## src/hw/rtl/moe_dlc_pkg.sv

```systemverilog
`timescale 1ns / 1ps

package moe_dlc_pkg;

   // input item kinds
   typedef enum logic [1:0] {
      KIND_ROUTE = 2'd0,
      KIND_READ  = 2'd1,
      KIND_CLEAR = 2'd2,
      KIND_NONE  = 2'd3
   } kind_type;

   // register indexes
   localparam logic CSR_EXPERT_TOTAL = 1'b0;
   localparam logic CSR_RANK_TOTAL   = 1'b1;

   localparam logic [8:0] EXPERT_TOTAL_RESET = 9'd256;
   localparam logic [4:0] RANK_TOTAL_RESET   = 5'd16;

   localparam int DIV_BITS    = 9;
   localparam int QUEUE_DEPTH = 4;
   localparam int QPTR_BITS   = $clog2(QUEUE_DEPTH);
   localparam int QCNT_BITS   = $clog2(QUEUE_DEPTH + 1);

   // commands handed from front to back
   typedef enum logic [1:0] {
      OP_ROUTE,
      OP_READ,
      OP_CLEAR
   } op_type;

   typedef struct packed {
      op_type     op;
      logic       upd;         // counters get bumped
      logic       err;         // choice was out of range
      logic       token_end;
      logic [7:0] expert_sel;
      logic [7:0] rank_idx;
   } cmd_type;

   typedef enum logic [1:0] {
      F_IDLE,
      F_PER_WAIT,
      F_RANK_WAIT
   } front_state_type;

   typedef enum logic [1:0] {
      B_IDLE,
      B_FETCH,
      B_EXEC,
      B_CLEAR
   } back_state_type;

endpackage

```

## src/hw/rtl/moe_dlc_fifo.sv

```systemverilog
`timescale 1ns / 1ps

module moe_dlc_fifo (
   input  logic                 clock,
   input  logic                 reset,
   input  logic                 push,
   input  moe_dlc_pkg::cmd_type push_data,
   output logic                 full,
   input  logic                 pop,
   output moe_dlc_pkg::cmd_type head,
   output logic                 empty
);
   import moe_dlc_pkg::*;

   cmd_type              entry_ff [QUEUE_DEPTH];
   logic [QPTR_BITS-1:0] wr_ptr_ff, wr_ptr_in;
   logic [QPTR_BITS-1:0] rd_ptr_ff, rd_ptr_in;
   logic [QCNT_BITS-1:0] count_ff, count_in;

   always_comb begin
      wr_ptr_in = push ? wr_ptr_ff + 1'b1 : wr_ptr_ff;
      rd_ptr_in = pop ? rd_ptr_ff + 1'b1 : rd_ptr_ff;
      count_in  = count_ff + QCNT_BITS'(push) - QCNT_BITS'(pop);
   end

   always_ff @(posedge clock) begin
      if (reset) begin
         wr_ptr_ff <= '0;
         rd_ptr_ff <= '0;
         count_ff  <= '0;
      end else begin
         wr_ptr_ff <= wr_ptr_in;
         rd_ptr_ff <= rd_ptr_in;
         count_ff  <= count_in;
      end
      if (push) begin
         entry_ff[wr_ptr_ff] <= push_data;
      end
   end

   assign head  = entry_ff[rd_ptr_ff];
   assign full  = count_ff == QCNT_BITS'(QUEUE_DEPTH);
   assign empty = count_ff == '0;

   a_no_overflow: assert property (@(posedge clock) disable iff (reset)
      push |-> !full || pop)
      else $error("command queue written while full");

   a_no_underflow: assert property (@(posedge clock) disable iff (reset)
      pop |-> !empty)
      else $error("command queue read while empty");

endmodule

```

## config.mk

```make
export PLATFORM = sky130hd
export DESIGN_NAME = moe_dlc_fifo
export DESIGN_NICKNAME = d
export VERILOG_FILES = /design/src/hw/rtl/moe_dlc_pkg.sv /design/src/hw/rtl/moe_dlc_fifo.sv
export SDC_FILE = /design/constraint.sdc
export NUM_CORES = 1
export LEC_CHECK = 0
export BUFFER_PORTS_ARGS = -buffer_cell sky130_fd_sc_hd__clkbuf_2
export CAP_MARGIN = 15
export CORE_MARGIN = 10
export CORE_UTILIZATION = 30
export CTS_CLUSTER_SIZE = 25
export DETAILED_ROUTE_END_ITERATION = 12
export HOLD_SLACK_MARGIN = 0.15
export SETUP_SLACK_MARGIN = 0.1
export SYNTH_ARGS = -nofsm -noshare
export SYNTH_HDL_FRONTEND = slang
export SYNTH_SLANG_ARGS = --single-unit
```

## constraint.sdc

```tcl
create_clock -name clock -period 2.11 [get_ports clock]
set_clock_uncertainty 0.15 [all_clocks]
set_input_delay 0.3165 -clock clock [delete_from_list [all_inputs] [get_ports clock]]
set_output_delay 0.3165 -clock clock [all_outputs]
set_load 0.01 [all_outputs]
```

======== After elaboration in Yosys (flattened, before gate mapping) ========
Memories as Yosys holds them, arrays and structs flattened. A register that Yosys moved wholly into a read port is not among the register bits.
Cells that the tools add are included.
W data, S select, Z words.
word-level totals
  output and inout port bits .............. 23
  logic and storage cells ................. 14
  register bits after elaboration ......... 7
  memories kept ........................... 1
  input bits .............................. 25
  memory bits (writable) .................. 84
operators by class
  mux-type cells .......................... 4
  equality and inequality tests ........... 1
  reductions and logical operators ........ 1
  add/subtract/negate cells ............... 4
memory list
  memory    words  width  rd ports  clocked after Yosys merged registers in  wr ports  RTL line            RTL
  entry_ff  4      21     1         1                                        1         moe_dlc_fifo.sv:15  cmd_type entry_ff [QUEUE_DEPTH];
operators by type and width
  kind                   number
  $add A2 B1 Y2 const B  2
  $mux W2                2
  $add A3 B1 Y3          1
  $eq A3 B3 Y1 const B   1
  $logic_not A3 Y1       1
  $sub A3 B1 Y3          1
  $mux W1                2

======== Longest topological paths before layout ========
Gate-level depths: netlist of the first run.
  word-level depth ........................ 3
  mapped depth ............................ 7
  gate-level depth less buffers ........... 7

======== Least setup slack after synthesis of the first run ========
No wires, ideal clock.
  kind .................................... register to register
  start point ............................. register count_ff[0]
  end point ............................... register count_ff[2]
  buffers on the path ..................... 0
  data required time ...................... 1.850 ns
  arrival ................................. 1.554 ns
  period minus slack after synthesis ...... 1.814 ns
  setup time .............................. 0.110 ns
  stages on the path, launching flop included .. 8
  slack ................................... 0.296 ns
  cells stage by stage .................... dfxtp_1 -> inv_1 -> ha_1 -> inv_1 -> ha_1 -> fa_1 -> xor3_1 -> nor2_1
between the ends
  longest elaborated chain between the ends .. 2
RTL lines
  element                 RTL line            RTL
  from (decl)             moe_dlc_fifo.sv:18  logic [QCNT_BITS-1:0] count_ff, count_in;
  from (signal assigned)  moe_dlc_fifo.sv:34  count_ff <= count_in;
  $add A3 B1 Y3           moe_dlc_fifo.sv:23  count_in = count_ff + QCNT_BITS'(push) - QCNT_BITS'(pop);
  $sub A3 B1 Y3           moe_dlc_fifo.sv:23
No other way between the ends.
A chain may end at the register's enable or synchronous reset.

==> results.md, run 1 <==
* Status: finished, final reports clean
* Final core occ at 39.7%
* Syn Area/Cell at 23.0 µm²
* Top delay family on crit path: multiplexers
* Yosys Warn Count at 0
* Post-DP HPWL at 3920 µm
* FF-to-FF setup slack at 0.36 ns
* IO buf count at 47
* Rows at 39
* Final hold vios at 0
* CP required at 1.64 ns
* Global-route wire length before repair at 10000 µm
* Fraction of layout cells with a size suffix above 1 at 38.6%
* CTS clk-pin slew, worst paths at 0.06 ns
* Clk buf depth at 2
* Post-synthesis net count at 183
* CP Class: flop to primary output
* Layout Cells excl Fill at 384
* GRT overflow at 0
* Fin crit period at 2.02 ns
* Cell area after layout at 4520 µm²
* Fillcell total at 1037
* Routed len/inst at 16.3 µm
* Worst-path cell chain: clkbuf_16 > mux4_2 > buf_6
* Post-Synthesis Cell Area at 3470 µm²
* Met3 Track Usage GR at 4.47%
* CP Buf/Inv Count at 2
* Post-CTS Setup Bufs at 0
* Vias per cell at 4.35
* Highest Clock Rate at 495 MHz
* Routability cong. at 0.654
* Area grow syn2layout at 30.1%
* CTS root buffer: clkbuf_16
* Iteration-0 DRC Markers at 103
* Synth top cells by count: 84 x edfxtp_1, 20 x mux4_2, 9 x dfxtp_1
* End point of the critical path: head[17]
* LEAKAGE at 1.59 nW
* Vias in the first global route at 1831
* Max-cap viol count at 0
* Synth area leader: edfxtp_1
* Hold Path Stages at 3
* Top cell type's share of synthesized area at 72.7%
* Worst Hold Class: primary input to flop
* WP depth at 3
* Final wirelength at 6250 µm
* Most frequent cell after synthesis: edfxtp_1
* Fin crit share at 95.7%
* Post-Syn Instances at 151
* Slew headroom at 76.9%
* Reg2reg end: count_ff[2]
* Critical Path Slowest Stage Cell: mux4_2
* Top FF cell, synth: edfxtp_1
* Area of the die at 16300 µm²
* Placed Area at 3920 µm²
* TritonCTS Buffers at 9
* Pwr dens at 963 nW/µm²
* Worst-Skew Late Latency at 0.33 ns
* Peak supply drop at 0.000508 V
* Total track usage at 8.26%
* Die X at 128 µm
* Core box area at 11400 µm²
* #FFs+latches synth at 93
* Initial DRT Pass Iterations at 4
* Sequential cell area fraction in the yosys report at 77.9%
* IO Count at 48
* Remaining antenna violation count at 0
* CP Launch Type: flop
* Die H at 128 µm
* Final slew viol count at 0
* Largest net degree at the start of global routing at 22
* Power Total at 4.35 mW
* Worst r2r path cells at 7
* Worst-Margin Slew at 0.347 ns
* RSZ-0062 raised after global routing: yes
* Routing usage on met1 at 8.84%
* TritonCTS clock tree: yes
* Vias at 1672
* Yosys cell types at 20
* Nets at 268
* Async SR Flop Fraction at 0%
* Critical path endpoint category: primary output
* Area contributors post-synth: edfxtp_1 73%, mux4_2 13%, dfxtp_1 5.2%
* CTS Sinks at 93
* ANT cells at 0
* CP peak stage delay at 0.51 ns
* Antenna violations before repair at 0
* GR Layer Usage met2 at 13.2%
* Starting Density at 30.5%
* Placed Cells at 344
* Crit path arrival time at 1.55 ns
* DRC at 0
* Final setup fails at 0
* CP max FO at 6
* H-tree Lvls at 3
* Top Usage Layer GRT: met2
* RR Startpoint: count_ff[0]
* Setup TNS Final at 0 ns
* Number of synthesized flops with an enable pin at 84
[cells by family (layout without fill, tap and decap cells)]
| family | after synthesis | after routing | synth area share, % |
|---|---|---|---|
| AO/OA/AOI/OAI | 2 | 2 | 0.432 |
| XOR/XNOR | 3 | 3 | 1.19 |
| adder cells (fa/ha/maj) | 7 | 7 | 2.74 |
| buffers and inverters | 10 | 100 | 1.59 |
| flip-flops | 93 | 93 | 77.9 |
| multiplexers | 22 | 22 | 14.0 |
| AND/OR/NAND/NOR | 14 | 14 | 2.16 |
[through the flow]
| stage | hold slack [ns] | setup slack, ns |
|---|---|---|
| floorplan | 0.238 | 0.296 |
| global route | 0.186 | 0.0164 |
| CTS | 0.159 | 0.0444 |
| finish | 0.177 | 0.0911 |
| detailed placement | 0.383 | 0.124 |
| global placement | 0.384 | 0.153 |
[power breakdown]
group | total (mW) | internal, mW | switching, mW
clock | 1.68 | 1.04 | 0.638
combinational | 0.513 | 0.278 | 0.235
sequential | 2.16 | 2.12 | 0.0392
[worst min path at each step]
stage                           to    startpoint
CTS                   rd_ptr_ff[1]           pop
finish                rd_ptr_ff[1]           pop
floorplan              count_ff[0]         reset
detailed placement    rd_ptr_ff[1]  rd_ptr_ff[0]
global placement    entry_ff[0][3]  push_data[3]
global route          rd_ptr_ff[1]           pop
[cell usage in the layout (no fill, tap or decap)]
| cell | synthesis | routed |
|---|---|---|
| edfxtp_1 | 84 | 84 |
| clkbuf_2 | 0 | 46 |
| dlygate4sd3_1 | 0 | 23 |
| mux4_2 | 20 | 21 |
| clkbuf_16 | 0 | 10 |
| dfxtp_1 | 9 | 8 |
| inv_1 | 6 | 6 |
| ha_1 | 6 | 6 |
| nor2_1 | 5 | 5 |
| and2_1 | 4 | 4 |
| buf_4 | 0 | 4 |
| nor2b_1 | 2 | 2 |
| xnor2_1 | 2 | 2 |
| inv_6 | 0 | 2 |
| clkinvlp_4 | 0 | 2 |
| bufinv_16 | 0 | 2 |
| buf_6 | 2 | 2 |
| buf_12 | 0 | 2 |
| nor3_1 | 1 | 1 |
| and3_1 | 1 | 1 |
| a21bo_2 | 1 | 1 |
| nand3b_1 | 1 | 1 |
| a21oi_1 | 1 | 1 |
| mux2i_1 | 1 | 1 |
| xor3_1 | 1 | 1 |
| fa_1 | 1 | 1 |
| dfxtp_4 | 0 | 1 |
| clkbuf_1 | 0 | 1 |
[routing by layer]
metal  vias to the layer above  wire length (µm)
li1                        781                 -
met1                       846              2590
met2                        34              3110
met3                        11               443
met4                         0               114
met5                         -                 0
[registers in the layout (all words and copies together) (netlist names), named ones only]
signal,count
entry_ff,84
count_ff,3
rd_ptr_ff,2
wr_ptr_ff,2
[worst reg2reg max path, cell delays in order (launching register included)]
cell	delay, ns
dfxtp_1	0.34
inv_1	0.06
ha_1	0.27
inv_1	0.04
ha_1	0.18
fa_1	0.38
xor3_1	0.20
nor2_1	0.04
[area by class of cell]
type / instances / area, µm² / area share, %
multi-input combinational: 48 / 709 / 15.7
sequential: 93 / 2710 / 59.9
tap: 143 / 179 / 3.96
inverter: 6 / 22.5 / 0.499
clock buffer: 10 / 229 / 5.07
timing repair buffer: 78 / 578 / 12.8
clock inverter: 6 / 92.6 / 2.05
[repair_timing]
action	4_1_cts	5_1_grt
hold endpoints to repair	93	0
hold buffers	23	0
setup endpoints to repair	16	22
gates cloned	0	1
pin swaps	0	1
gates resized for setup	5	3
No activity file was read; power rests on OpenSTA's default activity.
==> inputs of run 2 (changes only) <==
ABC_AREA = 1   (was unset)
GPL_TIMING_DRIVEN = 0   (was unset)
==> results.md, run 2 <==
* Post-DP HPWL at 5240 µm (+34%)
* CTS clk-pin slew, worst paths at 0.06 ns (about the same)
* Fillcell total at 1202 (+16%)
* Most frequent cells in the layout: 84 x edfxtp_1, 58 x inv_1, 46 x clkbuf_2
* Flop pwr share at 50.3% (+0.8 points)
* Status: finished, final reports clean
* Clk pwr share at 36.8% (-1.9 points)
* Largest net degree at the start of global routing at 22 (unchanged)
* Die X at 135 µm (+5.6%)
* Routability cong. at 0.727 (+11%)
* Top FF cell, synth: edfxtp_1
* Yosys Warn Count at 0 (unchanged)
* Starting Density at 30.9% (+0.37 points)
* Hold Crit Start: push
* CP required at 1.64 ns (about the same)
* LEAKAGE at 1.98 nW (+24%)
* Largest Register: entry_ff
* CTS Sinks at 93 (unchanged)
* Synth area leader: edfxtp_1
* Regs by FF count: entry_ff (84), count_ff (3)
* Worst-Skew Late Latency at 0.33 ns (about the same)
* Final hold vios at 0 (unchanged)
* TritonCTS Buffers at 9 (unchanged)
* Max reg flops at 84 (unchanged)
* Placed Cells at 521 (+51%)
* IO buf count at 47 (unchanged)
* Pre-CTS setup slack at 0.175 ns (+0.0507 ns)
* Int Pwr at 3.23 mW (-6.0%)
* Routed len/inst at 14.2 µm (-13%)
* Global-route wire length before repair at 12600 µm (+25%)
* Yosys cell types at 20 (unchanged)
* Total track usage at 8.99% (+0.73 points)
* Peak supply drop at 0.000422 V (-17%)
* Worst Hold Class: primary input to flop
* TritonCTS clock tree: yes
* Fin crit share at 89.9% (-5.8 points)
* FF-to-FF setup slack at 0.25 ns (-0.11 ns)
* RR Startpoint: wr_ptr_ff[0]
* Final wirelength at 7960 µm (+27%)
* Nets at 416 (+55%)
* Worst-Margin Slew at 1.00 ns (+0.658 ns)
* Antenna violations before repair at 0 (unchanged)
* DRC at 0 (unchanged)
* Fin crit period at 1.90 ns (-0.122 ns)
* CP Class: flop to primary output
* RSZ-0062 raised after global routing: no
* Max-cap viol count at 0 (unchanged)
* Seq. cell area at 2700 µm² (-0.14%)
* Final slew viol count at 0 (unchanged)
* Iteration-0 DRC Markers at 175 (+70%)
* Sw frac at 23.8% (+2.8 points)
* Post-synthesis net count at 334 (+83%)
* Vias in the first global route at 2426 (+32%)
* Initial DRT Pass Iterations at 4 (unchanged)
* Layout Cells excl Fill at 561 (+46%)
* Final setup fails at 0 (unchanged)
* Core box area at 12800 µm² (+12%)
* Final hold slack at 0.189 ns (+0.0115 ns)
* Async SR Flop Fraction at 0% (unchanged)
* Area occupied by multi-input gates at 882 µm² (+24%)
* Rows at 41 (+5.1%)
* Area of the die at 18100 µm² (+11%)
* Most frequent cell after synthesis: edfxtp_1
* Highest Clock Rate at 527 MHz (+6.4%)
* Sequential cell area fraction in the yosys report at 68.5% (-9.4 points)
* Number of synthesized flops with an enable pin at 84 (unchanged)
* Remaining antenna violation count at 0 (unchanged)
* Area grow syn2layout at 25.3%
* Top cell type's share of synthesized area at 63.9% (-8.8 points)
* Final setup margin at 0.213 ns (+0.122 ns)
* Critical path endpoint category: primary output
* CTS root buffer: clkbuf_16
* Leading cell type in the layout, fill and taps excluded: edfxtp_1
* GRT overflow at 0 (unchanged)
* CP max FO at 10 (+4)
* ANT cells at 0 (unchanged)
* Clk buf depth at 2 (unchanged)
* CP Launch Type: flop
* Area contributors post-synth: edfxtp_1 64%, o211ai_2 6.7%, inv_1 5.6%
* Die H at 135 µm (+5.6%)
* Syn Area/Cell at 13.1 µm² (-43%)
* Switch Pwr at 1.01 mW (+11%)
* Synth top cells by count: 84 x edfxtp_1, 59 x inv_1, 32 x nand2_1
* IO Count at 48 (unchanged)
* H-tree Lvls at 3 (unchanged)
* Pwr dens at 858 nW/µm² (-11%)
* Slew headroom at 32.9% (-44 points)
* Crit path arrival time at 1.43 ns (-0.12 ns)
* Post-Synthesis Cell Area at 3950 µm² (+14%)
* Vias per cell at 4.20 (-3.5%)
* Combinational share of power at 12.9% (+1.1 points)
* #FFs+latches synth at 93 (unchanged)
* Fraction of layout cells with a size suffix above 1 at 30.6% (-8.0 points)
* Post-Syn Instances at 302 (+100%)
* Setup TNS Final at 0 ns (unchanged)
* Final core occ at 38.7% (-1.0 points)
* Vias at 2358 (+41%)
[run 2: cell count changes after synthesis, sizes merged, moves of 2 or more]
cell    delta
clkbuf     +2
inv       +53
o211ai    +21
nand2     +50
nor2b      -2
mux4      -21
o21ai     +25
a21oi     +26
buf        +8
xnor2      -2
and2       -4
[run 2: worst paths after layout]
path / endpoint / cells past startpoint
max: head[11] / 5
min: wr_ptr_ff[1] / 3
max reg2reg: entry_ff[0][2] / 4
min reg2reg: rd_ptr_ff[0] / 1
[run 2: timing repair]
action	4_1_cts	5_1_grt
setup buffers	0	1
hold buffers	23	0
hold endpoints to repair	91	0
resized for setup	0	9
endpoints found under the setup margin	0	25
[run 2: through the flow]
step	total power [mW]	instance area, µm²
5_1_grt	4.42	4950
4_1_cts	4.28	4920
3_5_place_dp	2.69	4400
6_report	4.24	4950
3_3_place_gp	2.68	4400
2_1_floorplan	2.49	3950
[run 2: logic make-up (layout without fill, tap and decap cells)]
kind of cell | Yosys count | in the layout | share of synthesized area, %
compound gates | 73 | 73 | 13.3
simple gates | 56 | 56 | 6.53
buf+inv | 73 | 160 | 9.32
fa+ha+maj | 7 | 7 | 2.41
flops | 93 | 93 | 68.5
[run 2: power groups by stage]
stage	Combinational [mW]	Sequential (mW)	Clock [mW]
after CTS	0.556	2.13	1.59
final	0.546	2.13	1.56
after global routing	0.615	2.14	1.66
after floorplan	0.318	2.17	0
after global placement	0.509	2.17	0
after detailed placement	0.519	2.17	0
[run 2: critical path, cell delays in order (launching register included)]
cell and delay (ns):
dfxtp_1 0.33, buf_6 0.16, buf_6 0.14, o21ai_0 0.22, nand2_1 0.10, clkbuf_2 0.14
[run 2: metal layers]
metal,track usage (%),wire [µm],vias up
li1,-,-,1192
met1,10.5,3490,1108
met2,14.7,3910,49
met3,2.97,434,9
met4,3.87,116,0
met5,0,0,-
[run 2: cell type report]
type	instances	area share, %
sequential	93	54.6
clock buffer	9	4.55
inverter	59	4.55
tap	172	4.35
clock inverter	7	1.32
timing repair buffer	71	9.74
buffer	14	3.01
multi-input combinational	136	17.8
==> inputs of run 3 (changes only) <==
CTS_CLUSTER_SIZE = 10   (was 25)
PLACE_DENSITY_LB_ADDON = 0.08   (was unset)
==> results.md, run 3 (synthesis results as in run 2) <==
* Status: finished, final reports clean
* Starting Density at 30.9% (unchanged)
* Routed len/inst at 15.5 µm (+9.2%)
* Max reg flops at 84 (unchanged)
* Nets at 416 (unchanged)
* Final hold slack at 0.177 ns (-0.0122 ns)
* Worst-Margin Slew at 0.620 ns (-0.384 ns)
* Leading cell type in the layout, fill and taps excluded: edfxtp_1
* Setup TNS Final at 0 ns (unchanged)
* RR Startpoint: wr_ptr_ff[0]
* Metal1 wirelength at 3960 µm (+13%)
* Final hold vios at 0 (unchanged)
* Post-DP HPWL at 5420 µm (+3.6%)
* Placed Cells at 521 (unchanged)
* Fraction of layout cells with a size suffix above 1 at 30.2% (-0.44 points)
* Vias at 2377 (+0.81%)
* CP Buf/Inv Count at 3 (unchanged)
* Pwr dens at 860 nW/µm² (+0.22%)
* Sw frac at 24.1% (+0.31 points)
* Die H at 135 µm (unchanged)
* IO Count at 48 (unchanged)
* Iteration-0 DRC Markers at 90 (-49%)
* Crit path arrival time at 1.45 ns (+0.02 ns)
* Fin crit period at 1.92 ns (+0.0222 ns)
* TritonCTS Buffers at 9 (unchanged)
* Slew headroom at 58.5% (+26 points)
* Vias per cell at 4.24 (+0.99%)
* Routed wl met2 at 4160 µm (+6.3%)
* Area occupied by multi-input gates at 876 µm² (-0.71%)
* CP Class: flop to primary output
* Layout Cells excl Fill at 560 (-0.18%)
* LEAKAGE at 1.94 nW (-2.2%)
* Combinational share of power at 13.0% (about the same)
* TritonCTS clock tree: yes
* Flop pwr share at 50.3% (about the same)
* GRT overflow at 0 (unchanged)
* Fillcell total at 1229 (+2.2%)
* Highest Clock Rate at 521 MHz (-1.2%)
* ANT cells at 0 (unchanged)
* Rows at 41 (unchanged)
* Vias in the first global route at 2546 (+4.9%)
* Worst r2r path cells at 4 (unchanged)
* Final slew viol count at 0 (unchanged)
* Worst-Skew Late Latency at 0.34 ns (about the same)
* Largest Register: entry_ff
* DRC at 0 (unchanged)
* CTS clk-pin slew, worst paths at 0.06 ns (about the same)
* Highest routing layer actually used: met4
* CP peak stage delay at 0.38 ns (+0.05 ns)
* Critical Path Slowest Stage Cell: dfxtp_1
* Placed Area at 4400 µm² (unchanged)
* Core box area at 12800 µm² (unchanged)
* RSZ-0062 raised after global routing: no
* Critical path endpoint category: primary output
* FF-to-FF setup slack at 0.25 ns (about the same)
* Reg2reg end: entry_ff[2][19]
* CP Launch Type: flop
* Post-CTS Setup Bufs at 0 (unchanged)
* Clk pwr share at 36.7% (about the same)
* Final wirelength at 8680 µm (+9.0%)
* Switch Pwr at 1.02 mW (+1.3%)
* Total track usage at 10.1% (+1.1 points)
* Most frequent cells in the layout: 84 x edfxtp_1, 55 x inv_1, 47 x clkbuf_2
* CTS root buffer: clkbuf_16
* Regs by FF count: entry_ff (84), count_ff (3)
* Largest net degree at the start of global routing at 22 (unchanged)
* Antenna violations before repair at 0 (unchanged)
* Clk buf depth at 2 (unchanged)
* Int Pwr at 3.22 mW (-0.37%)
* H-tree Lvls at 3 (unchanged)
* Fin crit share at 91.0% (+1.1 points)
* IO buf count at 47 (unchanged)
* Initial DRT Pass Iterations at 4 (unchanged)
* Cell area after layout at 4940 µm² (-0.18%)
* Max-cap viol count at 0 (unchanged)
* Final setup fails at 0 (unchanged)
* Peak supply drop at 0.000377 V (-11%)
* Die X at 135 µm (unchanged)
* Area grow syn2layout at 25.1%
* Worst Hold Class: primary input to flop
* Remaining antenna violation count at 0 (unchanged)
* Worst-path cell chain: buf_6 > buf_8 > o211ai_2 > nand2_1 > clkbuf_2
* Global-route wire length before repair at 13700 µm (+8.8%)
* Met3 Wirelength at 388 µm (-11%)
* Hold Path Stages at 3 (unchanged)
* Hold Path Sink: wr_ptr_ff[1]
* Hold Crit Start: push
* Seq. cell area at 2700 µm² (unchanged)
* Area of the die at 18100 µm² (unchanged)
* CP max FO at 10 (unchanged)
* CTS Sinks at 93 (unchanged)
* Routability cong. at 0.676 (-7.0%)
* Top delay family on crit path: buffers and inverters
* CP required at 1.64 ns (about the same)
## run 3: cell types whose count changed in the layout (fill, tap and decap cells not counted), sizes merged
cell          change
clkinvlp          +3
dlymetal6s4s      -1
inv               -4
dlygate4sd3       +2
buf               -1
## run 3: final cells by class
type                    instances  area share [%]
multi-input cells             136            17.7
well taps                     172            4.36
repair buffers                 71            9.63
clock inverters                 6            1.12
plain buffers                  14            3.07
flip-flops and latches         93            54.7
inverters                      59            4.79
clock buffers                   9            4.56
## run 3: worst max-delay path by stage
stage	from	depth (start not counted)	to
floorplan	count_ff[0]	9	count_ff[2]
global placement	wr_ptr_ff[0]	4	entry_ff[2][19]
detailed placement	wr_ptr_ff[0]	4	entry_ff[2][19]
CTS	wr_ptr_ff[0]	3	entry_ff[3][17]
global route	flop	5	head[19]
finish	flop	5	head[2]
## run 3: repair_timing
item                                    CTS  global route
endpoints found under the setup margin   21            75
gates cloned                              0             0
gates resized for setup                   1             9
pin swaps                                 0             0
hold endpoints to repair                 88             0
hold buffers                             24             0
## run 3: worst min-delay path, stage by stage
cell and delay [ns]:
clkbuf_2 0.13, inv_1 0.11, a21oi_1 0.07
## run 3: power groups by stage
stage | logic (mW) | clock network (mW) | registers [mW]
after floorplan | 0.318 | 0 | 2.17
after global placement | 0.523 | 0 | 2.17
after detailed placement | 0.532 | 0 | 2.17
after CTS | 0.570 | 1.59 | 2.13
after global routing | 0.628 | 1.66 | 2.14
final | 0.553 | 1.56 | 2.13
## run 3: metrics by stage
step | util (%) | setup WS (ns) | power (mW)
detailed placement | 34.4 | 0.0870 | 2.71
finish | 38.7 | 0.191 | 4.24
CTS | 38.5 | 0.142 | 4.30
global route | 38.7 | 0.109 | 4.43
floorplan | - | 0.459 | 2.49
global placement | 34.4 | 0.0933 | 2.69
## run 3: routing by layer
layer,GRT usage [%],vias up
met4,5.44,0
met5,0,-
met1,12.1,1127
li1,-,1192
met2,16.2,45
met3,2.49,13
