===== src/hw/rtl/moe_dlc_pkg.sv =====
`timescale 1ns / 1ps

package moe_dlc_pkg;

   // input item kinds
   typedef enum logic [1:0] {
      KIND_ROUTE = 2'd0,
      KIND_READ  = 2'd1,
      KIND_CLEAR = 2'd2,
      KIND_NONE  = 2'd3
   } kind_type;

   // register indexes
   localparam logic CSR_EXPERT_TOTAL = 1'b0;
   localparam logic CSR_RANK_TOTAL   = 1'b1;

   localparam logic [8:0] EXPERT_TOTAL_RESET = 9'd256;
   localparam logic [4:0] RANK_TOTAL_RESET   = 5'd16;

   localparam int DIV_BITS    = 9;
   localparam int QUEUE_DEPTH = 4;
   localparam int QPTR_BITS   = $clog2(QUEUE_DEPTH);
   localparam int QCNT_BITS   = $clog2(QUEUE_DEPTH + 1);

   // commands handed from front to back
   typedef enum logic [1:0] {
      OP_ROUTE,
      OP_READ,
      OP_CLEAR
   } op_type;

   typedef struct packed {
      op_type     op;
      logic       upd;         // counters get bumped
      logic       err;         // choice was out of range
      logic       token_end;
      logic [7:0] expert_sel;
      logic [7:0] rank_idx;
   } cmd_type;

   typedef enum logic [1:0] {
      F_IDLE,
      F_PER_WAIT,
      F_RANK_WAIT
   } front_state_type;

   typedef enum logic [1:0] {
      B_IDLE,
      B_FETCH,
      B_EXEC,
      B_CLEAR
   } back_state_type;

endpackage


===== src/hw/rtl/moe_dlc_req_if.sv =====
`timescale 1ns / 1ps

interface moe_dlc_req_if;
   logic              valid;
   logic              ready;
   logic [1:0]        kind;
   logic signed [8:0] expert_choice;
   logic              token_end;
   logic [7:0]        read_index;

   modport source (output valid, kind, expert_choice, token_end, read_index, input ready);
   modport sink   (input valid, kind, expert_choice, token_end, read_index, output ready);
endinterface


===== src/hw/rtl/moe_dlc_div.sv =====
`timescale 1ns / 1ps

module moe_dlc_div (
   input  logic                            clock,
   input  logic                            reset,
   input  logic                            start,
   input  logic [moe_dlc_pkg::DIV_BITS-1:0] dividend,
   input  logic [moe_dlc_pkg::DIV_BITS-1:0] divisor,
   output logic                            done,
   output logic [moe_dlc_pkg::DIV_BITS-1:0] quotient
);
   import moe_dlc_pkg::*;

   localparam int CNT_BITS = $clog2(DIV_BITS + 1);

   logic                busy_ff, busy_in;
   logic                done_ff, done_in;
   logic [CNT_BITS-1:0] cnt_ff, cnt_in;
   logic [DIV_BITS-1:0] rem_ff, rem_in;
   logic [DIV_BITS-1:0] quo_ff, quo_in;
   logic [DIV_BITS-1:0] dvs_ff, dvs_in;
   logic [DIV_BITS:0]   rem_sh;
   logic [DIV_BITS:0]   diff;
   logic                ge;

   // restoring division, one quotient bit per cycle
   always_comb begin
      rem_sh  = {rem_ff, quo_ff[DIV_BITS-1]};
      diff    = rem_sh - {1'b0, dvs_ff};
      ge      = rem_sh >= {1'b0, dvs_ff};
      busy_in = busy_ff;
      done_in = 1'b0;
      cnt_in  = cnt_ff;
      rem_in  = rem_ff;
      quo_in  = quo_ff;
      dvs_in  = dvs_ff;
      if (start) begin
         busy_in = 1'b1;
         cnt_in  = CNT_BITS'(DIV_BITS);
         rem_in  = '0;
         quo_in  = dividend;
         dvs_in  = divisor;
      end else if (busy_ff) begin
         rem_in = ge ? diff[DIV_BITS-1:0] : rem_sh[DIV_BITS-1:0];
         quo_in = {quo_ff[DIV_BITS-2:0], ge};
         cnt_in = cnt_ff - 1'b1;
         if (cnt_ff == CNT_BITS'(1)) begin
            busy_in = 1'b0;
            done_in = 1'b1;
         end
      end
   end

   always_ff @(posedge clock) begin
      if (reset) begin
         busy_ff <= 1'b0;
         done_ff <= 1'b0;
      end else begin
         busy_ff <= busy_in;
         done_ff <= done_in;
      end
      cnt_ff <= cnt_in;
      rem_ff <= rem_in;
      quo_ff <= quo_in;
      dvs_ff <= dvs_in;
   end

   assign done     = done_ff;
   assign quotient = quo_ff;

endmodule


===== src/hw/rtl/moe_dlc_front.sv =====
`timescale 1ns / 1ps

module moe_dlc_front #(
   parameter int MAX_EXPERTS = 256,
   parameter int MAX_RANKS   = 16
) (
   input  logic                 clock,
   input  logic                 reset,
   moe_dlc_req_if.sink          req_ch,
   input  logic                 csr_we,
   input  logic                 csr_index,
   input  logic [8:0]           csr_wdata,
   input  logic                 q_full,
   output logic                 q_push,
   output moe_dlc_pkg::cmd_type q_data
);
   import moe_dlc_pkg::*;

   front_state_type     state_ff, state_in;
   logic [8:0]          expert_total_ff;
   logic [4:0]          rank_total_ff;
   logic [DIV_BITS-1:0] per_ff, per_in;
   logic                dirty_ff, dirty_in;   // experts per rank needs recomputing
   cmd_type             pend_ff, pend_in;

   logic                div_start;
   logic [DIV_BITS-1:0] div_dividend;
   logic [DIV_BITS-1:0] div_divisor;
   logic                div_done;
   logic [DIV_BITS-1:0] div_quo;

   logic                choice_neg;
   logic [7:0]          choice_idx;
   logic                route_bad;
   logic                rank_bad;
   cmd_type             acc_cmd;

   moe_dlc_div u_div (
      .clock    (clock),
      .reset    (reset),
      .start    (div_start),
      .dividend (div_dividend),
      .divisor  (div_divisor),
      .done     (div_done),
      .quotient (div_quo)
   );

   always_comb begin
      choice_neg = req_ch.expert_choice[8];
      choice_idx = req_ch.expert_choice[7:0];
      route_bad  = !choice_neg &&
                   (({1'b0, choice_idx} >= expert_total_ff) ||
                    (32'(choice_idx) >= MAX_EXPERTS) ||
                    (rank_total_ff == '0) || (per_ff == '0));
      rank_bad   = (div_quo >= {4'b0, rank_total_ff}) || (32'(div_quo) >= MAX_RANKS);

      acc_cmd            = '0;
      acc_cmd.token_end  = req_ch.token_end;
      acc_cmd.err        = route_bad;
      unique case (kind_type'(req_ch.kind))
         KIND_ROUTE: begin
            acc_cmd.op         = OP_ROUTE;
            acc_cmd.expert_sel = choice_idx;
         end
         KIND_READ: begin
            acc_cmd.op         = OP_READ;
            acc_cmd.expert_sel = req_ch.read_index;
            acc_cmd.rank_idx   = req_ch.read_index;
         end
         KIND_CLEAR: acc_cmd.op = OP_CLEAR;
         KIND_NONE:  acc_cmd.op = OP_CLEAR;
      endcase

      state_in     = state_ff;
      per_in       = per_ff;
      dirty_in     = dirty_ff | csr_we;
      pend_in      = pend_ff;
      q_push       = 1'b0;
      q_data       = acc_cmd;
      div_start    = 1'b0;
      div_dividend = '0;
      div_divisor  = '0;
      req_ch.ready = 1'b0;

      unique case (state_ff)
         F_IDLE: begin
            if (dirty_ff) begin
               dirty_in = csr_we;
               if (rank_total_ff == '0) begin
                  per_in = '0;
               end else begin
                  div_start    = 1'b1;
                  div_dividend = expert_total_ff;
                  div_divisor  = {4'b0, rank_total_ff};
                  state_in     = F_PER_WAIT;
               end
            end else begin
               req_ch.ready = !q_full;
               if (req_ch.valid && !q_full) begin
                  unique case (kind_type'(req_ch.kind))
                     KIND_ROUTE: begin
                        if (!choice_neg && !route_bad) begin
                           pend_in      = acc_cmd;
                           div_start    = 1'b1;
                           div_dividend = {1'b0, choice_idx};
                           div_divisor  = per_ff;
                           state_in     = F_RANK_WAIT;
                        end else begin
                           q_push = 1'b1;
                        end
                     end
                     KIND_READ:  q_push = 1'b1;
                     KIND_CLEAR: q_push = 1'b1;
                     KIND_NONE:  q_push = 1'b0;
                  endcase
               end
            end
         end
         F_PER_WAIT: begin
            if (div_done) begin
               per_in   = div_quo;
               state_in = F_IDLE;
            end
         end
         F_RANK_WAIT: begin
            q_data          = pend_ff;
            q_data.rank_idx = div_quo[7:0];
            q_data.upd      = !rank_bad;
            q_data.err      = rank_bad;
            if (div_done) begin
               q_push   = 1'b1;
               state_in = F_IDLE;
            end
         end
         default: state_in = F_IDLE;
      endcase
   end

   always_ff @(posedge clock) begin
      if (reset) begin
         state_ff        <= F_IDLE;
         expert_total_ff <= EXPERT_TOTAL_RESET;
         rank_total_ff   <= RANK_TOTAL_RESET;
         dirty_ff        <= 1'b1;
         per_ff          <= '0;
      end else begin
         state_ff <= state_in;
         dirty_ff <= dirty_in;
         per_ff   <= per_in;
         if (csr_we) begin
            unique case (csr_index)
               CSR_EXPERT_TOTAL: expert_total_ff <= csr_wdata;
               CSR_RANK_TOTAL:   rank_total_ff   <= csr_wdata[4:0];
            endcase
         end
      end
      pend_ff <= pend_in;
   end

endmodule


===== src/flat_wrapper.sv =====
// flat-port wrapper written by rule: the top's interface ports become plain ports
module moe_dlc_front_flat import moe_dlc_pkg::*;
#(
   parameter int MAX_EXPERTS = 256,
   parameter int MAX_RANKS   = 16
)
  (clock, reset, csr_we, csr_index, csr_wdata, q_full, q_push, q_data, req_ch_valid, req_ch_kind, req_ch_expert_choice, req_ch_token_end, req_ch_read_index, req_ch_ready);
  moe_dlc_req_if req_ch_i ();
  input  logic clock;
  input  logic reset;
  input  logic csr_we;
  input  logic csr_index;
  input  logic [8:0] csr_wdata;
  input  logic q_full;
  output logic q_push;
  output moe_dlc_pkg::cmd_type q_data;
  input wire logic [$bits(req_ch_i.valid)-1:0] req_ch_valid;
  input wire logic [$bits(req_ch_i.kind)-1:0] req_ch_kind;
  input wire logic [$bits(req_ch_i.expert_choice)-1:0] req_ch_expert_choice;
  input wire logic [$bits(req_ch_i.token_end)-1:0] req_ch_token_end;
  input wire logic [$bits(req_ch_i.read_index)-1:0] req_ch_read_index;
  output wire logic [$bits(req_ch_i.ready)-1:0] req_ch_ready;
  assign req_ch_i.valid = req_ch_valid;
  assign req_ch_i.kind = req_ch_kind;
  assign req_ch_i.expert_choice = req_ch_expert_choice;
  assign req_ch_i.token_end = req_ch_token_end;
  assign req_ch_i.read_index = req_ch_read_index;
  assign req_ch_ready = req_ch_i.ready;
  moe_dlc_front #(.MAX_EXPERTS(MAX_EXPERTS), .MAX_RANKS(MAX_RANKS)) u_core (.clock(clock), .reset(reset), .req_ch(req_ch_i), .csr_we(csr_we), .csr_index(csr_index), .csr_wdata(csr_wdata), .q_full(q_full), .q_push(q_push), .q_data(q_data));
endmodule

===== config.mk =====
export PLATFORM = sky130hd
export DESIGN_NAME = moe_dlc_front_flat
export DESIGN_NICKNAME = d
export VERILOG_FILES = /design/src/hw/rtl/moe_dlc_pkg.sv /design/src/hw/rtl/moe_dlc_req_if.sv /design/src/hw/rtl/moe_dlc_div.sv /design/src/hw/rtl/moe_dlc_front.sv /design/src/flat_wrapper.sv
export SDC_FILE = /design/constraint.sdc
export NUM_CORES = 1
export LEC_CHECK = 0
export BUFFER_PORTS_ARGS = -buffer_cell sky130_fd_sc_hd__buf_4
export CORE_MARGIN = 4
export CORE_UTILIZATION = 60
export DETAILED_ROUTE_END_ITERATION = 8
export PLACE_DENSITY = 0.83
export SKIP_LAST_GASP = 1
export SLEW_MARGIN = 10
export SYNTH_ARGS = -nofsm -noshare
export SYNTH_HDL_FRONTEND = slang
export SYNTH_SLANG_ARGS = --single-unit

===== constraint.sdc =====
create_clock -name clock -period 3.7 [get_ports clock]
set_input_delay 0.74 -clock clock [delete_from_list [all_inputs] [get_ports clock]]
set_output_delay 0.74 -clock clock [all_outputs]
set_load 0.02 [all_outputs]

### After elaboration in Yosys (flattened, before gate mapping)

Index checks and enable logic that the tools add are counted.

| storage, ports and cells | value |
|---|---|
| input port bits | 35 |
| flip-flop bits (word level) | 70 |
| output and inout port bits | 23 |
| logic and storage cells | 112 |

| cells by class | value |
|---|---|
| bitwise logic cells | 4 |
| reductions and logical operators | 25 |
| equal/unequal tests | 14 |
| $lt $le $gt $ge | 4 |
| add/sub/neg operators | 2 |
| muxes and demuxes | 49 |

Operator list:

| cell | count |
|---|---|
| $mux 9 | 15 |
| $mux 21 | 1 |
| $mux 1 | 18 |
| $pmux 9 s2 | 1 |
| $mux 8 | 2 |
| $pmux 8 s2 | 1 |
| $mux 2 | 6 |
| $ge 10x9->1 | 1 |
| $reduce_and 5->1 | 2 |
| $ge 8x9->1 | 1 |
| $ge 9x5->1 | 1 |
| $ge 9x5->1 const B | 1 |
| $logic_not 9->1 | 1 |
| $sub 9x9->9 | 1 |
| $eq 2x2->1 const B | 3 |
| $ne 2x1->1 const B | 3 |
| $ne 3x1->1 const B | 2 |
| $pmux 2 s3 | 1 |
| $reduce_or 2->1 | 3 |
| $logic_not 5->1 | 1 |
| $mux 5 | 1 |
| $eq 2x1->1 const B | 2 |
| $eq 4x1->1 const B | 1 |
| $logic_not 1->1 | 4 |
| other kinds (16) | 25 |

### Logic depth before layout (Yosys ltp)

Gate-level depths: netlist (run 1).

| logic depth | value |
|---|---|
| word-level depth | 12 |
| mapped depth | 10 |
| depth with buffers taken out | 9 |

### Modules after synthesis

A second synthesis (run 1) with hierarchy kept.

| unflattened totals | value |
|---|---|
| cell total of the unflattened synthesis | 466 |
| area, all modules | 4235.3 um2 |

By module, submodules not included:

| module | times used | sequential area each (um2) | area each (um2) | cells an instance |
|---|---|---|---|---|
| moe_dlc_front | 1 | 850.8 | 2466.1 | 302 |
| moe_dlc_div | 1 | 840.8 | 1769.2 | 164 |

### Worst setup path after synthesis (run 1)

No wires, ideal clock.

| path | value |
|---|---|
| path type | input to output |
| start | input port req_ch_expert_choice[3] |
| end | output port q_push |
| required time | 2.960 ns |
| data arrival time | 2.165 ns |
| stages on the path | 7 |
| slack | 0.795 ns |
| buffers on the path | 0 |
| cell sequence | ha_1 -> a21oi_1 -> nor2b_1 -> o31a_1 -> nor4_1 -> a21oi_1 -> a21o_1 |

| on the way | value |
|---|---|
| longest elaborated chain between the ends | 11 |

RTL lines:

| item | line | text |
|---|---|---|
| start, declared | flat_wrapper.sv:19 | `input wire logic [$bits(req_ch_i.expert_choice)-1:0] req_ch_expert_choice;` |
| $ge 8x9->1 | moe_dlc_front.sv:52 | `(({1'b0, choice_idx} >= expert_total_ff) \|\|` |
| $logic_or 1x1->1 | moe_dlc_front.sv:53 | `(32'(choice_idx) >= MAX_EXPERTS) \|\|` |
| $logic_or 1x1->1 | moe_dlc_front.sv:54 | `(rank_total_ff == '0) \|\| (per_ff == '0));` |
| $logic_and 1x1->1 | moe_dlc_front.sv:51 | `route_bad = !choice_neg &&` |
| $logic_not 1->1 | moe_dlc_front.sv:102 | `if (!choice_neg && !route_bad) begin` |
| $logic_and 1x1->1 | moe_dlc_front.sv:102 |  |
| $mux 1 | moe_dlc_front.sv:102 |  |
| $pmux 1 s3 | moe_dlc_front.sv:100 | `unique case (kind_type'(req_ch.kind))` |
| $mux 1 | moe_dlc_front.sv:99 | `if (req_ch.valid && !q_full) begin` |
| $mux 1 | moe_dlc_front.sv:87 | `if (dirty_ff) begin` |
| $pmux 1 s2 | moe_dlc_front.sv:85 | `unique case (state_ff)` |
| end, declared | flat_wrapper.sv:15 | `output logic q_push;` |

No other way between the ends.

### Worst setup path in the final report (run 1)

Same ends and word-level chain as after synthesis.

==> results.md, run 1 <==
* Initial DRC count at 294
* Clk slew on worst S/H paths at ~70 ps
* Slowest stage cell, crit path: nor4_1
* Outcome: finished clean
* Cell Chain, Critical Path: buf_4 > ha_1 > a21oi_1 > nor2b_1 > o31a_1 > nor4_1 > a21oi_1 > a21o_1 > buf_4
* Later-pin clock latency in the skew report at about 350 ps
* Chip width at a little over 90 µm
* DIE HEIGHT at between 90 and 100 µm
* Pin count of the biggest net entering global routing at 31
* Pleak at roughly 2.0 nW
* CTS resizes at 0
* CP startpoint kind: input pin
* Dominant cells by area after synthesis: edfxtp_1 21%, dfxtp_1 20%, ha_1 9.5%
* Worst IR drop on VDD at about 0.00030 V
* Number of max-cap violations at 0
* Final Hold Viols at 0
* Yosys top cell area share at 0.2076
* P_int at between 1.5 and 2 mW
* Final WS setup at ~380 ps
* Total Routed Length at about 10 mm
* Reg2reg start: u_core.state_ff[0]$_SDFFE_PP0P_
* Mapped Area at between 4000 and 5000 µm²
* Top cells by count, synth: 85 x nand2_1, 41 x dfxtp_1, 35 x inv_1
* Synth Net Count at between 500 and 600
* Ys Warns at 0
* Routability congestion estimate at roughly 0.9
* Port-buffer cells at 57
* Die Area at approximately 8400 µm²
* WP data required at ~3000 ps
* Upper clock frequency limit at approximately 0.30 GHz
* Post-Place Setup Slack at roughly 400 ps
* Slew margin rel. at 0.3114
* Largest area contributor in the netlist: edfxtp_1
* Root Buffer: clkbuf_8
* Post-Synthesis Cells at a little under 500
* # DRC at 0
* Setup TNS at 0 ps
* Core area at about 6800 µm²
* Routed len/inst at approximately 16 µm
* Netlist cell types at 56
* Post-synth EDFFs at 29
* Worst-path maximum fanout at 3
* Share of cells above drive strength 1 at 0.1888
* TritonCTS Buffers at 9
* Fin. max-slew vios at 0
* CP Capture Type: output pin
* Sequential element share of the synthesized area at 0.4032
* Number of synthesized register bits at 70
* Final critical-path required period at ~3300 ps
* Final Instance Area at 4870 µm²
* Clock network power share at 0.208
* Detailed-route via count at approximately 3600
* Max stage delay on crit path at 370 ps
* Final setup viols at 0
* Setup crit start: req_ch_expert_choice[3]
* Main synth FF type: dfxtp_1
* CTS Buffer Depth at 2
* Kind of critical path: in -> out
* Total global-route track usage at 0.2488
* Std-Cell Rows at 30
* Core Util, Final at 0.7168
* Placed cell areas at ~4700 µm²
* Period Utilization, post-route at 0.8978
* Switching Share at 0.3856
* H-tree Lvls at 3
* # diodes at 0
* Fin nets at 598
* Clk sink count at 70
* Routed vias/inst at between 5 and 6
* Most common cell in the netlist: nand2_1
* Gate power share at 0.406
* Hold Buf Count CTS at 0
* WP data arrival at about 2600 ps
* CTS tree: yes
* Antenna Violating Nets Remaining at 0
* I/O pin total at 58
* Total grt overflow at 0
* Vias in the first global route at about 3500
* Post-Layout Cell Count at between 600 and 700
* Async SR Flop Fraction at 0
* HP Class: reg -> reg
* Skew final at 9.910 ps
* Total Power at roughly 2.9 mW
* Initial Util at 0.6175
* DR pass1 iterations at 6
* Slew of the pin with the lowest slew margin at 1031 ps
* Hold Slack at 457.1 ps
* Post-placement cell count at 615
* Mapped Avg Cell Area at about 8.7 µm²
* Seq pwr share at 0.386
* Setup bufs post-CTS at 0
* Layout area overhead at 16.08%
* P_sw at approximately 1.1 mW
* Initial antenna violation count at 0
* Detailed placement HPWL at roughly 7.6 mm
* Hold path start: u_core.expert_total_ff[7]$_SDFFE_PP0P_
* P per Cell Area at approximately 600 nW/µm²
* RSZ-0062 raised after global routing: no
* First-pass GRT wire length at 16.79 mm
-- path summary, 6_finish.rpt --
path / endpoint / slack [ps] / depth (start not counted)
hold / removal: u_core.expert_total_ff[7]$_SDFFE_PP0P_ / 460 / 2
hold reg to reg: u_core.expert_total_ff[7]$_SDFFE_PP0P_ / 460 / 2
setup reg to reg: u_core.u_div.quotient[7]$_DFFE_PP_ / 980 / 8
setup / recovery: q_push / 380 / 9
-- area by class of cell --
class	instances	area [µm²]
multi-input combinational	353	2280
fill	543	1924
sequential	70	1692
timing repair buffer	61	457.9
inverter	35	131.4
clock buffer	10	127.6
tap	96	120.1
clock inverter	6	61.31
-- per-layer routing --
layer / track usage / up-vias / wire (µm)
met3: 0.05496 / 16 / 613
met4: 0.08668 / 0 / 179
met2: 0.4084 / 131 / 4976
met5: 0 / - / 0
met1: 0.3232 / 1664 / 4283
li1: - / 1797 / -
-- power groups by stage --
stage                     clock network (mW)  registers (mW)  logic [mW]
after floorplan                            0            1.06       0.946
after global placement                     0            1.13        1.14
after detailed placement                   0            1.13        1.18
after CTS                              0.615            1.12        1.18
after global routing                   0.654            1.14        1.32
final                                  0.607            1.12        1.18
-- cells in the final DEF (no fill, tap or decap), types with 7 or more instances in the layout --
cell type  count
a21oi_1       30
buf_4         61
clkbuf_8       9
dfxtp_1       41
edfxtp_1      29
ha_1          32
inv_1         35
mux2_2        10
mux2i_1        8
nand2_1       85
nand2b_1       7
nand3_1       28
nand4_1       10
nor2_1        33
nor2b_1        7
o211ai_1       8
o21ai_0       19
-- logic make-up after synthesis --
| family | synth area share |
|---|---|
| buffers and inverters | 0.05339 |
| xor gates and xnor gates | 0.01253 |
| adders and majority gates | 0.1002 |
| and+or+nand+nor | 0.2288 |
| muxes | 0.04951 |
| AOI/OAI and AO/OA | 0.1524 |
| DFF | 0.4032 |
-- state kept, by name (all words and copies together), names as in the netlist --
signal and flops:
u_core.pend_ff 11, u_core.expert_total_ff 9, u_core.per_ff 9, u_core.u_div.dvs_ff 9, u_core.u_div.quotient 9, u_core.u_div.rem_ff 9, u_core.rank_total_ff 5, u_core.u_div.cnt_ff 4
u_core.state_ff 2, u_core.dirty_ff 1, u_core.u_div.busy_ff 1, u_core.u_div.done 1
-- worst max-delay path: cells and delay by family --
family | cells | cell delay [ps]
AO/OA/AOI/OAI | 4 | 820
adder cells (fa/ha/maj) | 1 | 300
AND/OR/NAND/NOR | 2 | 440
buffers and inverters | 2 | 270
(Power assumes the default switching activity.)
==> inputs of run 2 (changes only) <==
- RECOVER_POWER: default -> 50
==> run 2 against run 1 <==
  * Final cell count unchanged
  * Setup slack got worse by 54 ps
  * First-iteration DRC count decreased by 4.8%
  * Die area unchanged
  * Core utilization decreased by 1.1 points
  * Global-route usage unchanged
  * Maximum frequency decreased by 1.6%
  * Worst hold slack about the same
  * Clock-buffer cell count unchanged
==> results.md, run 2 (synthesized netlist as in run 1, its figures left out) <==
* Kind of critical path: reg -> out
* DR pass1 iterations at 5
* Routability congestion estimate at 0.9104
* Number of max-cap violations at 0
* Routed len/inst at 15.93 µm
* Slew of the pin with the lowest slew margin at 1296 ps
* # DRC at 0
* WP data required at a little under 3000 ps
* Std-Cell Rows at 30
* Pin count of the biggest net entering global routing at 31
* Routed vias/inst at about 5.7
* Port-buffer cells at 57
* Hold Slack at around 460 ps
* Initial Util at 0.6175
* Routed length on met2 at between 4 and 5 mm
* Initial antenna violation count at 0
* Highest routed metal layer: met4
* Skew final at between 10 and 15 ps
* HP Class: reg -> reg
* P per Cell Area at 604.6 nW/µm²
* Period Utilization, post-route at 0.9125
* I/O pin total at 58
* CTS Buffer Depth at 2
* Root Buffer: clkbuf_8
* Final Hold Viols at 0
* Pleak at ~2.0 nW
* Detailed placement HPWL at between 7 and 8 mm
* Final WS setup at between 300 and 400 ps
* Clk sink count at 70
* Total Routed Length at about 10 mm
* CTS tree: yes
* WP data arrival at about 2600 ps
* WL met3 at about 590 µm
* Post-Place Setup Slack at around 400 ps
* Hold Buf Count CTS at 0
* Core area at a little under 7000 µm²
* Fin nets at between 500 and 600
* Layout area overhead at 14.23%
* RSZ-0062 raised after global routing: no
* First-pass GRT wire length at roughly 17 mm
* Later-pin clock latency in the skew report at approximately 350 ps
* Die Area at 8394 µm²
* CTS resizes at 0
* Setup bufs post-CTS at 0
* Number of flip-flops in the largest register at 11
* Initial DRC count at between 200 and 300
* Share of cells above drive strength 1 at 0.1570
* Antenna Violating Nets Remaining at 0
* Slew margin rel. at 0.1358
* Upper clock frequency limit at between 0.2 and 0.3 GHz
* Chip width at slightly above 90 µm
* Outcome: finished clean
* DIE HEIGHT at 91.62 µm
* Total global-route track usage at 0.2488
* H-tree Lvls at 3
* Final critical-path required period at 3376 ps
* Most frequent cells in the layout: 85 x nand2_1, 45 x buf_4, 41 x dfxtp_1
* Setup TNS at 0 ps
* Largest Register: u_core.pend_ff
* Most common cell after layout, fill and taps aside: nand2_1
* Vias in the first global route at approximately 3500
* CP Capture Type: output pin
* Clk slew on worst S/H paths at 70 ps
* # diodes at 0
* Met1 WL at 4.304 mm
* TritonCTS Buffers at 9
* CP startpoint kind: flip-flop
* Total grt overflow at 0
* Final setup viols at 0
* Worst-path maximum fanout at 30
* Detailed-route via count at between 3000 and 4000
* Worst IR drop on VDD at between 0.0003 and 0.0004 V
* Fin. max-slew vios at 0
* Filler cell count at about 570
[run 2: changes by cell type in the layout (fill, tap and decap cells not counted)]
cell | previous run | this run
o21ai_1 | 1 | 0
o22ai_1 | 0 | 1
buf_4 | 61 | 45
clkbuf_4 | 0 | 1
nor4_1 | 2 | 3
clkbuf_1 | 1 | 16
o21ai_0 | 19 | 20
o22ai_2 | 1 | 0
nor4_4 | 1 | 0
[run 2: worst paths after layout]
kind	from	endpoint	slack [ps]	cells after the start
setup / recovery	u_core.state_ff[0]$_SDFFE_PP0P_	q_data[17]	320	6
setup reg to reg	u_core.expert_total_ff[3]$_SDFFE_PP0P_	u_core.u_div.quotient[0]$_DFFE_PP_	930	8
hold / removal	u_core.expert_total_ff[7]$_SDFFE_PP0P_	u_core.expert_total_ff[7]$_SDFFE_PP0P_	460	2
hold reg to reg	u_core.expert_total_ff[7]$_SDFFE_PP0P_	u_core.expert_total_ff[7]$_SDFFE_PP0P_	460	2
[run 2: where the power goes]
group / leakage (nW) / internal (mW) / switching, mW
logic: 1.25 / 0.500 / 0.670
registers: 0.625 / 0.972 / 0.148
clock network: 0.0926 / 0.310 / 0.298
total: 1.97 / 1.78 / 1.12
[run 2: cell type report]
type	count	area, µm²	share of cell area
clock buffer	10	127.6	0.02663
clock inverter	6	61.31	0.01279
inverter	35	131.4	0.02742
timing repair buffer	61	401.6	0.08381
multi-input combinational	353	2258	0.4713
tap	96	120.1	0.02507
sequential	70	1692	0.3530
[run 2: per-layer routing]
metal | global-route usage | up-vias
li1 | - | 1788
met1 | 0.3232 | 1679
met2 | 0.4084 | 123
met3 | 0.05496 | 21
met4 | 0.08668 | 0
met5 | 0 | -
[run 2: critical path: stages (launching register included)]
cell and delay [ps]:
dfxtp_1 330, inv_1 80, ha_1 170, clkbuf_1 950, nand4_1 300, o21a_1 300, buf_4 160
[run 2: through the flow]
step           total power, mW    util  instances  cell area (µm²)
3_3_place_gp             2.264  0.6890        615             4681
6_report                 2.897  0.7053        631             4792
4_1_cts                  2.918  0.7168        631             4870
5_1_grt                  3.104  0.7053        631             4792
3_5_place_dp             2.311  0.6890        615             4681
2_1_floorplan            2.011       -        481             4195
